[src/hdl/ser_pkg.sv]
`timescale 1ns / 1ps
`default_nettype none

package ser_pkg;

   localparam int DIM_W     = 13;
   localparam int PIX_W     = 12;
   localparam int MAX_DIM   = 4096;
   localparam int FRAC_BITS = 16;
   localparam int Q_W       = FRAC_BITS + 1;
   localparam int ROOT_W    = FRAC_BITS + 1;
   localparam int OFF_W     = DIM_W + 2;
   localparam int PROD_W    = 2 * DIM_W;
   localparam int RAD_W     = 2 * FRAC_BITS + 4;
   localparam int MUL_W     = ROOT_W + 1 + OFF_W;
   localparam int SUM_W     = MUL_W + 1;
   localparam int COORD_W   = SUM_W - FRAC_BITS - 1;
   // Three front stages, divider, square, root, multiply, add, output.
   localparam int LATENCY   = 7 + Q_W + ROOT_W;

   localparam logic [DIM_W-1:0] WIDTH_RESET  = DIM_W'(640);
   localparam logic [DIM_W-1:0] HEIGHT_RESET = DIM_W'(480);

   localparam logic CSR_WIDTH  = 1'b0;
   localparam logic CSR_HEIGHT = 1'b1;

   typedef struct packed {
      logic [PIX_W-1:0] pixel_x;
      logic [PIX_W-1:0] pixel_y;
   } req_type;

   typedef struct packed {
      logic [PIX_W-1:0] src_x;
      logic [PIX_W-1:0] src_y;
      logic             use_fill;
   } rsp_type;

   // Doubled offsets from the centre, carried alongside the ratio.
   typedef struct packed {
      logic signed [OFF_W-1:0] dx2;
      logic signed [OFF_W-1:0] dy2;
   } side_type;

endpackage

`default_nettype wire

[src/hdl/ser_sqrt_pipe.sv]
`timescale 1ns / 1ps
`default_nettype none

module ser_sqrt_pipe (
   input  wire logic                      clock,
   input  wire logic                      reset,
   input  wire logic                      in_valid,
   input  wire logic [ser_pkg::RAD_W-1:0] in_rad,
   input  wire ser_pkg::side_type         in_side,
   output logic                           out_valid,
   output logic [ser_pkg::ROOT_W-1:0]     out_root,
   output ser_pkg::side_type              out_side
);
   import ser_pkg::*;

   logic [ROOT_W-1:0] valid_ff;
   logic [RAD_W-1:0]  rem_ff  [ROOT_W];
   logic [ROOT_W-1:0] root_ff [ROOT_W];
   side_type          side_ff [ROOT_W];

   // Bit k of the root is kept when (root + 2^k)^2 - root^2 still fits in
   // the remainder, which is the radicand minus root^2.
   for (genvar i = 0; i < ROOT_W; i++) begin : g_stage
      localparam int K = ROOT_W - 1 - i;
      logic [RAD_W-1:0]  rem_src;
      logic [ROOT_W-1:0] root_src;
      logic              v_src;
      side_type          s_src;
      logic [RAD_W-1:0]  thr;
      logic              ge;

      if (i == 0) begin : g_first
         assign rem_src  = in_rad;
         assign root_src = '0;
         assign v_src    = in_valid;
         assign s_src    = in_side;
      end else begin : g_next
         assign rem_src  = rem_ff[i-1];
         assign root_src = root_ff[i-1];
         assign v_src    = valid_ff[i-1];
         assign s_src    = side_ff[i-1];
      end

      assign thr = (RAD_W'(root_src) << (K + 1)) + (RAD_W'(1) << (2 * K));
      assign ge  = (rem_src >= thr);

      always_ff @(posedge clock) begin
         if (reset) begin
            valid_ff[i] <= 1'b0;
         end else begin
            valid_ff[i] <= v_src;
         end
         rem_ff[i]  <= ge ? (rem_src - thr) : rem_src;
         root_ff[i] <= ge ? (root_src | (ROOT_W'(1) << K)) : root_src;
         side_ff[i] <= s_src;
      end
   end

   assign out_valid = valid_ff[ROOT_W-1];
   assign out_root  = root_ff[ROOT_W-1];
   assign out_side  = side_ff[ROOT_W-1];

endmodule

`default_nettype wire

[config.mk]
export PLATFORM = sky130hd
export DESIGN_NAME = ser_sqrt_pipe
export DESIGN_NICKNAME = d
export VERILOG_FILES = /design/src/hdl/ser_pkg.sv /design/src/hdl/ser_sqrt_pipe.sv
export SDC_FILE = /design/constraint.sdc
export NUM_CORES = 1
export LEC_CHECK = 0
export BUFFER_PORTS_ARGS = -buffer_cell sky130_fd_sc_hd__buf_2
export CORE_MARGIN = 4
export CORE_UTILIZATION = 61
export DETAILED_ROUTE_END_ITERATION = 10
export PLACE_DENSITY = 0.81
export SLEW_MARGIN = 5
export SYNTH_ARGS = -nofsm -noshare
export SYNTH_HDL_FRONTEND = slang
export SYNTH_SLANG_ARGS = --single-unit
[constraint.sdc]
create_clock -name clock -period 5.8 [get_ports clock]
set_input_delay 0.58 -clock clock [delete_from_list [all_inputs] [get_ports clock]]
set_output_delay 0.58 -clock clock [all_outputs]
set_load 0.02 [all_outputs]
# Yosys cells after proc, flatten, opt, wreduce, memory -nomap -nowiden
# Memories as Yosys holds them, arrays and structs flattened.
# Cells that the tools add are included.
dict set report totals {
  reg_bits 17
  latch_bits 0
  out_inout_bits 48
  memories 3
  word_cells 104
  mem_bits_rw 1411
  rom_bits 0
}
# memory depth width rd rd_clocked_by_memory_dff write_ports line
set memory_table {}
lappend memory_table {rem_ff 17 36 16 0 17 ser_sqrt_pipe.sv:17} ;# logic [RAD_W-1:0] rem_ff [ROOT_W];
lappend memory_table {side_ff 17 30 17 0 17 ser_sqrt_pipe.sv:19} ;# side_type side_ff [ROOT_W];
lappend memory_table {root_ff 17 17 17 0 17 ser_sqrt_pipe.sv:18} ;# logic [ROOT_W-1:0] root_ff [ROOT_W];
dict set report op_classes {
  n_reduce_logical 0
  addsub 33
  bitwise_logic 0
  eq_ne 0
  n_div 0
  shifts 0
  n_mux 34
  mul 0
  order_cmp 17
}
# op count
set op_table {}
lappend op_table {{$mux 36} 17}
lappend op_table {{$ge 36x36->1} 2}
lappend op_table {{$sub 36x36->36} 2}
lappend op_table {{$ge 36x21->1} 1}
lappend op_table {{$ge 36x22->1} 1}
lappend op_table {{$ge 36x23->1} 1}
lappend op_table {{$ge 36x24->1} 1}
lappend op_table {{$ge 36x25->1} 1}
lappend op_table {{$ge 36x26->1} 1}
lappend op_table {{$ge 36x27->1} 1}
lappend op_table {{$ge 36x28->1} 1}
lappend op_table {{$ge 36x29->1} 1}
lappend op_table {{$ge 36x30->1} 1}
lappend op_table {{$ge 36x31->1} 1}
lappend op_table {{$ge 36x32->1} 1}
lappend op_table {{$ge 36x33->1} 1}
lappend op_table {{$ge 36x33->1 const B} 1}
lappend op_table {{$ge 36x34->1} 1}
lappend op_table {{$sub 36x21->36} 1}
lappend op_table {{$sub 36x22->36} 1}
lappend op_table {{$sub 36x23->36} 1}
lappend op_table {{$sub 36x24->36} 1}
lappend op_table {{$sub 36x25->36} 1}
lappend op_table {{$sub 36x26->36} 1}
lappend op_table {{other kinds (42)} 42}

# Longest topological paths before layout
# An unclocked memory read counts as a cell.
dict set report depth {
  depth_word 4
  ltp_mapped 11
}

# Least setup slack after synthesis
# No wires, ideal clock.
dict set report synth_path {
  path_type {flip-flop to flip-flop}
  start {memory root_ff[0][230] (netlist bit)}
  end {memory rem_ff[0][537] (netlist bit)}
  path_slack_ns 3.100
  t_arrival_ns 2.582
  period_less_slack_ns 2.700
  setup_time_ns 0.118
  path_buffers 0
  path_stages_with_launch 11
  path_cell_list {dfxtp_1 -> inv_1 -> ha_1 -> a2111oi_0 -> o31a_1 -> a21oi_1 -> a221oi_2 -> o21ai_1 -> a211o_1 -> or4_1 -> xnor2_1}
}
# element line
set synth_rtl {}
lappend synth_rtl {{start: declaration} ser_sqrt_pipe.sv:18}
lappend synth_rtl {{end: declaration} ser_sqrt_pipe.sv:17}

==> impl_metrics.toml <==
[setup_path]
start_kind = "flip-flop"
worstPathArrival_ns = 4.07
cpPeakStageDelay_ns = 0.92
slowest_stage = "nand2b_1"
crit_type = "flip-flop to flip-flop"
cp_top_family = "simple AND/OR/NAND/NOR gates"
critical_path.cell_chain = "inv_1, ha_1, nor4b_1, nand4_1, o211ai_1, nand2b_1, or3b_2, nor4_2, xor2_1"
path_max_fanout = 31
crit_path_end_kind = "flip-flop"
worstPathRequired_ns = 6.39
crit_buf_inv = 1

[global_routing]
grt_pass1_wl_um = 119000
grt_pass1_vias = 24500
antenna_found_initial = 0
grt_usage_pct = 21.9
grt_max_degree = 32
overflow = 0

[floorplanning]
die_h_um = 257
die_x_um = 257
core_um2 = 60800
dieArea_um2 = 65900
initial_core_util_pct = 62.1
num_rows = 90
io_pins = 117

[sta]
fin_crit_ns = 3.47
tightest_slew_ns = 1.18
hold_ws_ns = 0.0205
setup_violations = 0
totalNegativeSetupSlack_ns = 0
hold_viol_final = 0
layout_setup_ws_ns = 2.33
slew_violations = 0
grt_setup_unrepaired = "false"
slew_headroom_pct = 21.2
fin_worst_skew_ns = 0.0305
fin_crit_sh_pct = 59.9
fmax_mhz = 288

[cts]
root_buffer = "clkbuf_16"
cts_buffers = 109
cts_setup_buffers = 0
clkTransAtPathRegs_ns = 0.06
clkSinkCount = 1256
clockBufferDepth = 3
cts_htree_levels = 3
cts_resized = 0
clk_latency_ns = 0.67
cts_tree = "built"

[synthesis]
netlist.area_leader.share_pct = 66.6
synth_seq_area_share_pct = 66.6
ys_warn_count = 0
synth_top_area_cell = "dfxtp_1"
ys.flop_type = "dfxtp_1"
ys_seq_elements = 1256
syn-num-nets = 3419
yosys-top-cells-count = "dfxtp_1 (1256), inv_1 (207), nor2_1 (172), ha_1 (168), nand2_1 (158)"
yosys-top-cells-area = "dfxtp_1 (67%), ha_1 (5.6%), xor2_1 (2.8%)"
netlist_area_um2 = 37700
ys_async_sr_fraction_pct = 0
netlist_instances = 3182
avgSynthCellArea_um2 = 11.9
synth.most_common_cell = "dfxtp_1"
synth_edf_count = 0
synth_cell_types = 86

[placed_design]
dpl.hpwl_um = 47100
gp_routability_congestion = 0.995
post-place-ws_ns = 2.41
portBuffers = 116

[run_status]
status = "finished, final reports clean"

[drt]
vias_per_cell = 5.39
wl_per_cell_um = 16.9
vias = 23100
drtIter0Drc = 1373
dr.pass1.iters = 6
drc = 0
drtAntennaViolNets = 0
wl_um = 72400

[finish]
syn_to_final_growth_pct = 15.1
drive_gt1_share_pct = 10.5
fin_nets = 3646
diodes = 0

[hold_path]
hold_path.class = "primary input to flip-flop"

[power]
ir_drop_mv = 0.371
p_per_area_nw_per_um2 = 500
power_mw = 21.7
leakage_nw = 19.5

[run]
cap_violations = 0
## cell families after synthesis
family	count (synthesis)	synth area share, %
buffers and inverters	244	2.47
AOI/OAI and AO/OA	449	7.58
xor gates and xnor gates	242	5.62
adders and majority gates	168	5.57
DFF	1256	66.6
muxes	35	1.01
and+or+nand+nor	788	11.1
## cell type report
cell class,count,area [um2]
timing repair buffer,151,916
clock inverter,47,728
multi-input combinational,1682,11700
sequential,1256,25100
fill,3894,17400
clock buffer,153,3200
tap,782,978
inverter,209,787
## stage by stage
step           utilization [%]  cells  instance area [um2]
2_1_floorplan                -   3182                37700
3_3_place_gp              64.5   4051                39200
3_5_place_dp              64.5   4051                39200
4_1_cts                   71.4   4280                43400
5_1_grt                   71.4   4280                43400
6_report                  71.4   4280                43400
## placed cells by master, fill, tap and decap left out, types with 14 or more instances in the layout
master and instances:
nand4_1 41, xnor2_1 120, xor2_1 122, o21a_1 38, clkbuf_1 16, bufinv_16 15, mux2_2 23, nand2_1 158
nor3_1 90, clkbuf_8 26, or3_1 14, nand2b_1 36, a211oi_1 15, ha_1 168, o31ai_1 24, inv_1 207
nand4b_1 14, nand3_1 37, dfxtp_1 1256, nor2b_1 36, a21o_1 41, clkbuf_16 111, or4_1 23, buf_2 116
nor2_1 172, nor4_1 78, dlygate4sd3_1 29, o21ai_0 126, a21oi_1 120, nor4b_1 18
## worst paths after layout
check	startpoint	endpoint	slack, ns	cells after the start
setup / recovery	root_ff[0][176]$_DFF_P_	rem_ff[0][428]$_DFF_P_	2.33	9
hold / removal	in_rad[27]	rem_ff[0][27]$_DFF_P_	0.02	1
setup reg to reg	root_ff[0][176]$_DFF_P_	rem_ff[0][428]$_DFF_P_	2.33	9
hold reg to reg	side_ff[10][15]$_DFF_P_	side_ff[11][15]$_DFF_P_	0.31	0
## power breakdown
part           internal [mW]  switching [mW]
Combinational           1.47            1.73
Sequential              9.95           0.918
Clock                   4.54            3.13
Total                   16.0            5.78
## flip-flops by register name, summed over array words and instances, names as in the netlist
name,cells
root_ff,153
g_stage.v_src,16
side_ff,510
out_valid,1
rem_ff,576
## repair_timing
action | 4_1_cts | 5_1_grt
endpoints found under the setup margin | 0 | 0
hold buffers | 29 | 0
endpoints found under the hold margin | 29 | 0
## metal layers
| layer | GRT usage [%] | routed length [um] | vias up |
|---|---|---|---|
| li1 | - | - | 11300 |
| met1 | 21.3 | 25900 | 10800 |
| met2 | 43.0 | 39400 | 683 |
| met3 | 3.58 | 2810 | 278 |
| met4 | 12.5 | 4280 | 0 |
| met5 | 0 | 0 | - |
No activity file was read; power rests on OpenSTA's default activity.
