`config.mk`:
```
export PLATFORM = sky130hd
export DESIGN_NAME = ser_div_pipe
export DESIGN_NICKNAME = d
export VERILOG_FILES = /design/src/hdl/ser_pkg.sv /design/src/hdl/ser_div_pipe.sv
export SDC_FILE = /design/constraint.sdc
export NUM_CORES = 2
export LEC_CHECK = 0
export BUFFER_PORTS_ARGS = -buffer_cell sky130_fd_sc_hd__buf_2
export CAP_MARGIN = 20
export CORE_MARGIN = 5
export CORE_UTILIZATION = 50
export DETAILED_ROUTE_END_ITERATION = 8
export PLACE_DENSITY_LB_ADDON = 0.3
export SLEW_MARGIN = 0
export SYNTH_ARGS = -nofsm -noshare
export SYNTH_HDL_FRONTEND = slang
export SYNTH_SLANG_ARGS = --single-unit
```
`constraint.sdc`:
```
create_clock -name clock -period 2.6 [get_ports clock]
set_input_delay 0.13 -clock clock [delete_from_list [all_inputs] [get_ports clock]]
set_output_delay 0.13 -clock clock [all_outputs]
set_load 0.02 [all_outputs]
```
`src/hdl/ser_pkg.sv`:
```
`timescale 1ns / 1ps
`default_nettype none

package ser_pkg;

   localparam int DIM_W     = 13;
   localparam int PIX_W     = 12;
   localparam int MAX_DIM   = 4096;
   localparam int FRAC_BITS = 16;
   localparam int Q_W       = FRAC_BITS + 1;
   localparam int ROOT_W    = FRAC_BITS + 1;
   localparam int OFF_W     = DIM_W + 2;
   localparam int PROD_W    = 2 * DIM_W;
   localparam int RAD_W     = 2 * FRAC_BITS + 4;
   localparam int MUL_W     = ROOT_W + 1 + OFF_W;
   localparam int SUM_W     = MUL_W + 1;
   localparam int COORD_W   = SUM_W - FRAC_BITS - 1;
   // Three front stages, divider, square, root, multiply, add, output.
   localparam int LATENCY   = 7 + Q_W + ROOT_W;

   localparam logic [DIM_W-1:0] WIDTH_RESET  = DIM_W'(640);
   localparam logic [DIM_W-1:0] HEIGHT_RESET = DIM_W'(480);

   localparam logic CSR_WIDTH  = 1'b0;
   localparam logic CSR_HEIGHT = 1'b1;

   typedef struct packed {
      logic [PIX_W-1:0] pixel_x;
      logic [PIX_W-1:0] pixel_y;
   } req_type;

   typedef struct packed {
      logic [PIX_W-1:0] src_x;
      logic [PIX_W-1:0] src_y;
      logic             use_fill;
   } rsp_type;

   // Doubled offsets from the centre, carried alongside the ratio.
   typedef struct packed {
      logic signed [OFF_W-1:0] dx2;
      logic signed [OFF_W-1:0] dy2;
   } side_type;

endpackage

`default_nettype wire

```
`src/hdl/ser_div_pipe.sv`:
```
`timescale 1ns / 1ps
`default_nettype none

module ser_div_pipe (
   input  wire logic                     clock,
   input  wire logic                     reset,
   input  wire logic                     in_valid,
   input  wire logic [ser_pkg::PROD_W-1:0] in_mx,
   input  wire logic [ser_pkg::PROD_W-1:0] in_mn,
   input  wire ser_pkg::side_type        in_side,
   output logic                          out_valid,
   output logic [ser_pkg::Q_W-1:0]       out_q,
   output ser_pkg::side_type             out_side
);
   import ser_pkg::*;

   logic [Q_W-1:0]    valid_ff;
   logic [PROD_W-1:0] rem_ff  [Q_W];
   logic [PROD_W-1:0] div_ff  [Q_W];
   logic [Q_W-1:0]    quot_ff [Q_W];
   logic              zero_ff [Q_W];
   side_type          side_ff [Q_W];

   // One quotient bit per stage, most significant first. Since mn <= mx the
   // first stage needs no shift.
   for (genvar i = 0; i < Q_W; i++) begin : g_stage
      logic [PROD_W+1:0] rem_src;
      logic [PROD_W+1:0] trial;
      logic [PROD_W-1:0] d_src;
      logic [Q_W-1:0]    q_src;
      logic              z_src;
      logic              v_src;
      side_type          s_src;
      logic              ge;

      if (i == 0) begin : g_first
         assign rem_src = {2'b00, in_mn};
         assign d_src   = in_mx;
         assign q_src   = '0;
         assign z_src   = (in_mx == '0);
         assign v_src   = in_valid;
         assign s_src   = in_side;
      end else begin : g_next
         assign rem_src = {1'b0, rem_ff[i-1], 1'b0};
         assign d_src   = div_ff[i-1];
         assign q_src   = quot_ff[i-1];
         assign z_src   = zero_ff[i-1];
         assign v_src   = valid_ff[i-1];
         assign s_src   = side_ff[i-1];
      end

      assign trial = rem_src - {2'b00, d_src};
      assign ge    = ~trial[PROD_W+1];

      always_ff @(posedge clock) begin
         if (reset) begin
            valid_ff[i] <= 1'b0;
         end else begin
            valid_ff[i] <= v_src;
         end
         rem_ff[i]  <= ge ? trial[PROD_W-1:0] : rem_src[PROD_W-1:0];
         div_ff[i]  <= d_src;
         quot_ff[i] <= {q_src[Q_W-2:0], ge};
         zero_ff[i] <= z_src;
         side_ff[i] <= s_src;
      end
   end

   assign out_valid = valid_ff[Q_W-1];
   assign out_q     = zero_ff[Q_W-1] ? '0 : quot_ff[Q_W-1];
   assign out_side  = side_ff[Q_W-1];

endmodule

`default_nettype wire

```
# After elaboration in Yosys (flattened, before gate mapping)

Memories as Yosys holds them, arrays and structs flattened.
Cells that the tools add are included.

Register bits after elaboration: 17
Bits in writable memories: 1700
Bits of input ports: 85
Output and inout bits: 48
Logic and storage cells: 75
Memories kept: 5

Add/sub/neg operators: 17
Muxes and demuxes: 18
Bitwise operators: 17
Reductions and logical operators: 1

Memories:

| name    | words | bits a word | rd ports | clocked after Yosys merged registers in | wr ports | line               | source |
|---|---|---|---|---|---|---|---|
| side_ff | 17    | 30          | 17       | 0                                       | 17       | ser_div_pipe.sv:22 | `side_type side_ff [Q_W];` |
| div_ff  | 17    | 26          | 16       | 0                                       | 17       | ser_div_pipe.sv:19 | `logic [PROD_W-1:0] div_ff [Q_W];` |
| rem_ff  | 17    | 26          | 16       | 0                                       | 17       | ser_div_pipe.sv:18 | `logic [PROD_W-1:0] rem_ff [Q_W];` |
| quot_ff | 17    | 17          | 17       | 0                                       | 17       | ser_div_pipe.sv:20 | `logic [Q_W-1:0] quot_ff [Q_W];` |
| zero_ff | 17    | 1           | 17       | 0                                       | 17       | ser_div_pipe.sv:21 | `logic zero_ff [Q_W];` |

Operator list:

| cell                                           | count |
|---|---|
| 27-bit by 26-bit subtractor with 28-bit output | 16 |
| 26-bit 2-to-1 mux                              | 17 |
| 26-bit by 26-bit subtractor with 27-bit output | 1 |
| 26-bit logical NOT                             | 1 |
| 17-bit 2-to-1 mux                              | 1 |
| 1-bit inverter                                 | 17 |

# Depth between registers and ports, before layout

An unclocked memory read counts as a cell.

Depth after elaboration: 3
Mapped depth: 14
Gate-level depth less buffers: 13

# Worst setup path after synthesis

No wires, ideal clock.

Path kind: flip-flop to flip-flop
Start: memory div_ff[0][220] (netlist bit)
End: memory rem_ff[0][246] (netlist bit)
Data arrival time: 2.691 ns
Slack: -0.213 ns
Cell stages (with the launch flop): 15
Path buffers: 3
Path through: dfxtp_1 > inv_1 > ha_1 > buf_6 > a21o_1 > a21o_1 > a21oi_2 > a21boi_2 > a21oi_2 > o21a_4 > o31ai_4 > and2_4 > buf_12 > buf_12 > mux2_4

RTL lines:

| element     | line |
|---|---|
| from (decl) | ser_div_pipe.sv:19 |
| to (decl)   | ser_div_pipe.sv:18 |

==> out/qor.txt <==
Synthesized Nets: 5,974
Die H: 348 µm
WHS Path Cells: 2
Number of global-route vias before repair: 44.1k
Synthesized flop and latch total: 1,529
Fill cell count: 8,052
Syn_area_per_cell: 10.5 µm²
Core ar.: 114,000 µm²
DR DRC count: 0
Sum Neg Setup Slack: -44.08 ns
Clock Skew: 0.0209 ns
Sequential Power Share: 28.7%
RR Startpoint: div_ff[0][209]$_DFF_P_
Final layout net count: 7,333
Synth top area share: 53.4%
Max stage delay on crit path: 0.53 ns
Drt initial violations: 1,586
Final Critical Period: 3.01 ns
Final Setup Violations: 264
Via count: 42.2k
Outcome: finished, violations left
Clock Sinks: 1,529
Cell area after synthesis: 57,300 µm²
Register area share after synthesis: 53.4%
GRT overflow: 0
Cell Rows: 124
Layout area overhead: 38.8%
Cells on worst reg2reg path: 13
Port Buf Inserts: 132
Critical path peak fanout: 3
Commonest non-fill, non-tap cell in the layout: dfxtp_1
CP top delay family: compound AO/OA/AOI/OAI gates
Area contributors post-synth: dfxtp_1, ha_1, inv_1
Commonest non-fill, non-tap cells in the layout: dfxtp_1, buf_4, inv_1
Worst Path Arrival: 3.71 ns
Post-synth ARST share: 0%
Ports: 133
PwrDens: 1400 nW/µm²
Min-Delay Path Class: in2reg
DR pass1 iterations: 7
Root buffer selected by CTS: clkbuf_16
Netlist cell types: 113
Chip Width: 348 µm
Antenna-violating nets left: 0
Clock Tree Buf Depth: 3
Syn. warnings: 0
Hold Startpoint: in_mx[24]
Register area: 30,800 µm²
Slowest stage cell on the critical path: or4b_4
Syn Inst Count: 5,447
Combinational share of power: 51.2%
Final wirelength: 128 mm
Gpl congestion: 0.922
Average wire per standard cell: 15.2 µm
Initial antenna violation count: 0
CP Class: reg2reg
Initial Util: 50.2%
Slew Viols, Final: 0
CP bufs+invs: 3
Switch share: 34.4%
Max-Cap Viols: 0
Fin worst setup slack: -0.414 ns
P_int: 73,000 µW
Data required time at the worst endpoint: 3.30 ns
Violated checks: negative setup slack
Die area: 121,000 µm²
Primary FF master, synth: dfxtp_1
Tightest Pin Transition: 0.632 ns
First-pass GRT wire length: 203 mm
CTS H-tree depth: 4
Endpoint class of the critical path: flop
Reg-to-Reg End: rem_ff[0][258]$_DFF_P_
Total GRT Usage: 20.1%
Crit path launch type: flop
Clock latency on the worst-skew pair: 0.76 ns
Share of cells above drive strength 1: 34.7%
Multi-input gate area in the final layout: 28,500 µm²
Tcrit/Tclk final: 116%
Flop-to-flop setup slack: -0.41 ns
Clk network pwr share: 20.1%
Yosys top cell by area: dfxtp_1
Sw Pwr: 38,300 µW
CTS Buf Count: 154
Max Freq: 332 MHz
Hold worst-path end: div_ff[0][24]$_DFF_P_
Clock-pin slew on the worst setup and hold paths: 0.06 ns
CTS tree: done
HPWL Detailed: 83.8 mm
Largest net degree at the start of global routing: 27
Peak VDD IR: 0.000795 V
Worst slack, placed: -0.481 ns
Vias per inst: 5.00
Worst-path cell chain: inv_2, buf_6, fa_2, a211oi_4, o21ai_2, a31oi_1, buf_4, o211ai_1, a41oi_2, a21oi_2, or4b_4, nand3_2, mux2_4
Number of flops mapped to enable cells by yosys: 0
# diodes: 0
Slew margin rel.: 57.7%
Final hold violation count: 0
Leakage: 0.0365 µW
RSZ-0062 raised after global routing: true
## flip-flops by register name, summed over array words and instances, names as in the netlist
name	flops
zero_ff	17
out_valid	1
rem_ff	416
div_ff	416
g_stage.v_src	16
side_ff	510
quot_ff	153
## metal layers
layer | global-route usage (%) | part of all wire (%) | vias to the layer above | wire, µm
li1 | - | - | 21400 | -
met1 | 18.8 | 35 | 19600 | 45000
met4 | 12.4 | 6.2 | 0 | 7970
met2 | 40.2 | 56 | 754 | 71800
met5 | 0 | 0 | - | 0
met3 | 2.96 | 2.7 | 421 | 3510
## worst max path at each step
stage          cells past startpoint                    from                      to
2_1_floorplan                     14  div_ff[0][220]$_DFF_P_  rem_ff[0][246]$_DFF_P_
3_3_place_gp                      13  div_ff[0][287]$_DFF_P_  rem_ff[0][337]$_DFF_P_
3_5_place_dp                      13  div_ff[0][287]$_DFF_P_  rem_ff[0][337]$_DFF_P_
4_1_cts                           13  div_ff[0][261]$_DFF_P_  rem_ff[0][289]$_DFF_P_
5_1_grt                           13  div_ff[0][261]$_DFF_P_  rem_ff[0][295]$_DFF_P_
6_report                          13  div_ff[0][209]$_DFF_P_  rem_ff[0][258]$_DFF_P_
## area by class of cell
class                   count  share of cell area, %
flip-flops and latches   1529                   38.7
multi-input cells        3287                   35.9
repair buffers           1303                   13.9
clock buffers             218                   5.55
inverters                 531                   2.52
well taps                1512                   2.38
clock inverters            64                   1.13
## Yosys cell counts (20+ instances only)
| library cell | instances |
|---|---|
| a211oi_1 | 39 |
| a21o_1 | 176 |
| a21oi_1 | 365 |
| a31oi_1 | 52 |
| and3_1 | 40 |
| buf_2 | 29 |
| clkbuf_1 | 50 |
| dfxtp_1 | 1529 |
| ha_1 | 426 |
| inv_1 | 530 |
| mux2_2 | 120 |
| mux2_4 | 49 |
| nand2_1 | 301 |
| nand2b_1 | 50 |
| nand3_1 | 70 |
| nand4_1 | 36 |
| nor2_1 | 272 |
| nor2b_1 | 82 |
| nor3_1 | 60 |
| o211ai_1 | 23 |
| o21a_1 | 66 |
| o21ai_0 | 314 |
| o21bai_1 | 41 |
| o31ai_1 | 30 |
| or2_2 | 20 |
| or3_1 | 21 |
| xnor2_1 | 200 |
| xor2_1 | 123 |
## power groups by stage
stage                     Clock, µW  Sequential [µW]  Combinational, µW
final                         22400            32000              57000
after detailed placement          0            31900              42900
after floorplan                   0            31100              29300
after CTS                     23000            31700              52200
after global routing          24100            32600              61800
after global placement            0            31800              41900
## worst reg2reg max path, delay by kind of cell, from the launching register on
kind                     cells  cell delay (ns)
flip-flops                   1             0.34
adder cells (fa/ha/maj)      1             0.38
AO/OA/AOI/OAI                6             1.22
AND/OR/NAND/NOR              2             0.60
buffers and inverters        3             0.30
multiplexers                 1             0.13
## logic make-up after synthesis
family / share of synthesized area [%]
AND/OR/NAND/NOR: 8.67
flip-flops: 53.4
AO/OA/AOI/OAI: 14.7
buffers and inverters: 4.44
XOR/XNOR: 4.94
adder cells (fa/ha/maj): 9.87
multiplexers: 3.97
## stage by stage
stage	hold slack (ns)	area, µm²	power (µW)	util [%]	instances
finish	0.0759	79500	111000	69.7	8444
global route	0.0625	79500	119000	69.7	8444
CTS	0.00652	76700	107000	67.3	8383
detailed placement	0.234	65800	74800	57.7	7813
global placement	0.232	65800	73700	57.7	7813
floorplan	0.158	57500	60400	-	5447
## timing repair
| action | in CTS | in global routing |
|---|---|---|
| pin swaps | 234 | 296 |
| endpoints found under the hold margin | 100 | 7 |
| endpoints found under the setup margin | 403 | 416 |
| resized for setup | 667 | 584 |
| hold buffers | 124 | 8 |
| gates cloned | 21 | 7 |
| buffers inserted | 153 | 94 |
Power figures use the tool's default switching activity.
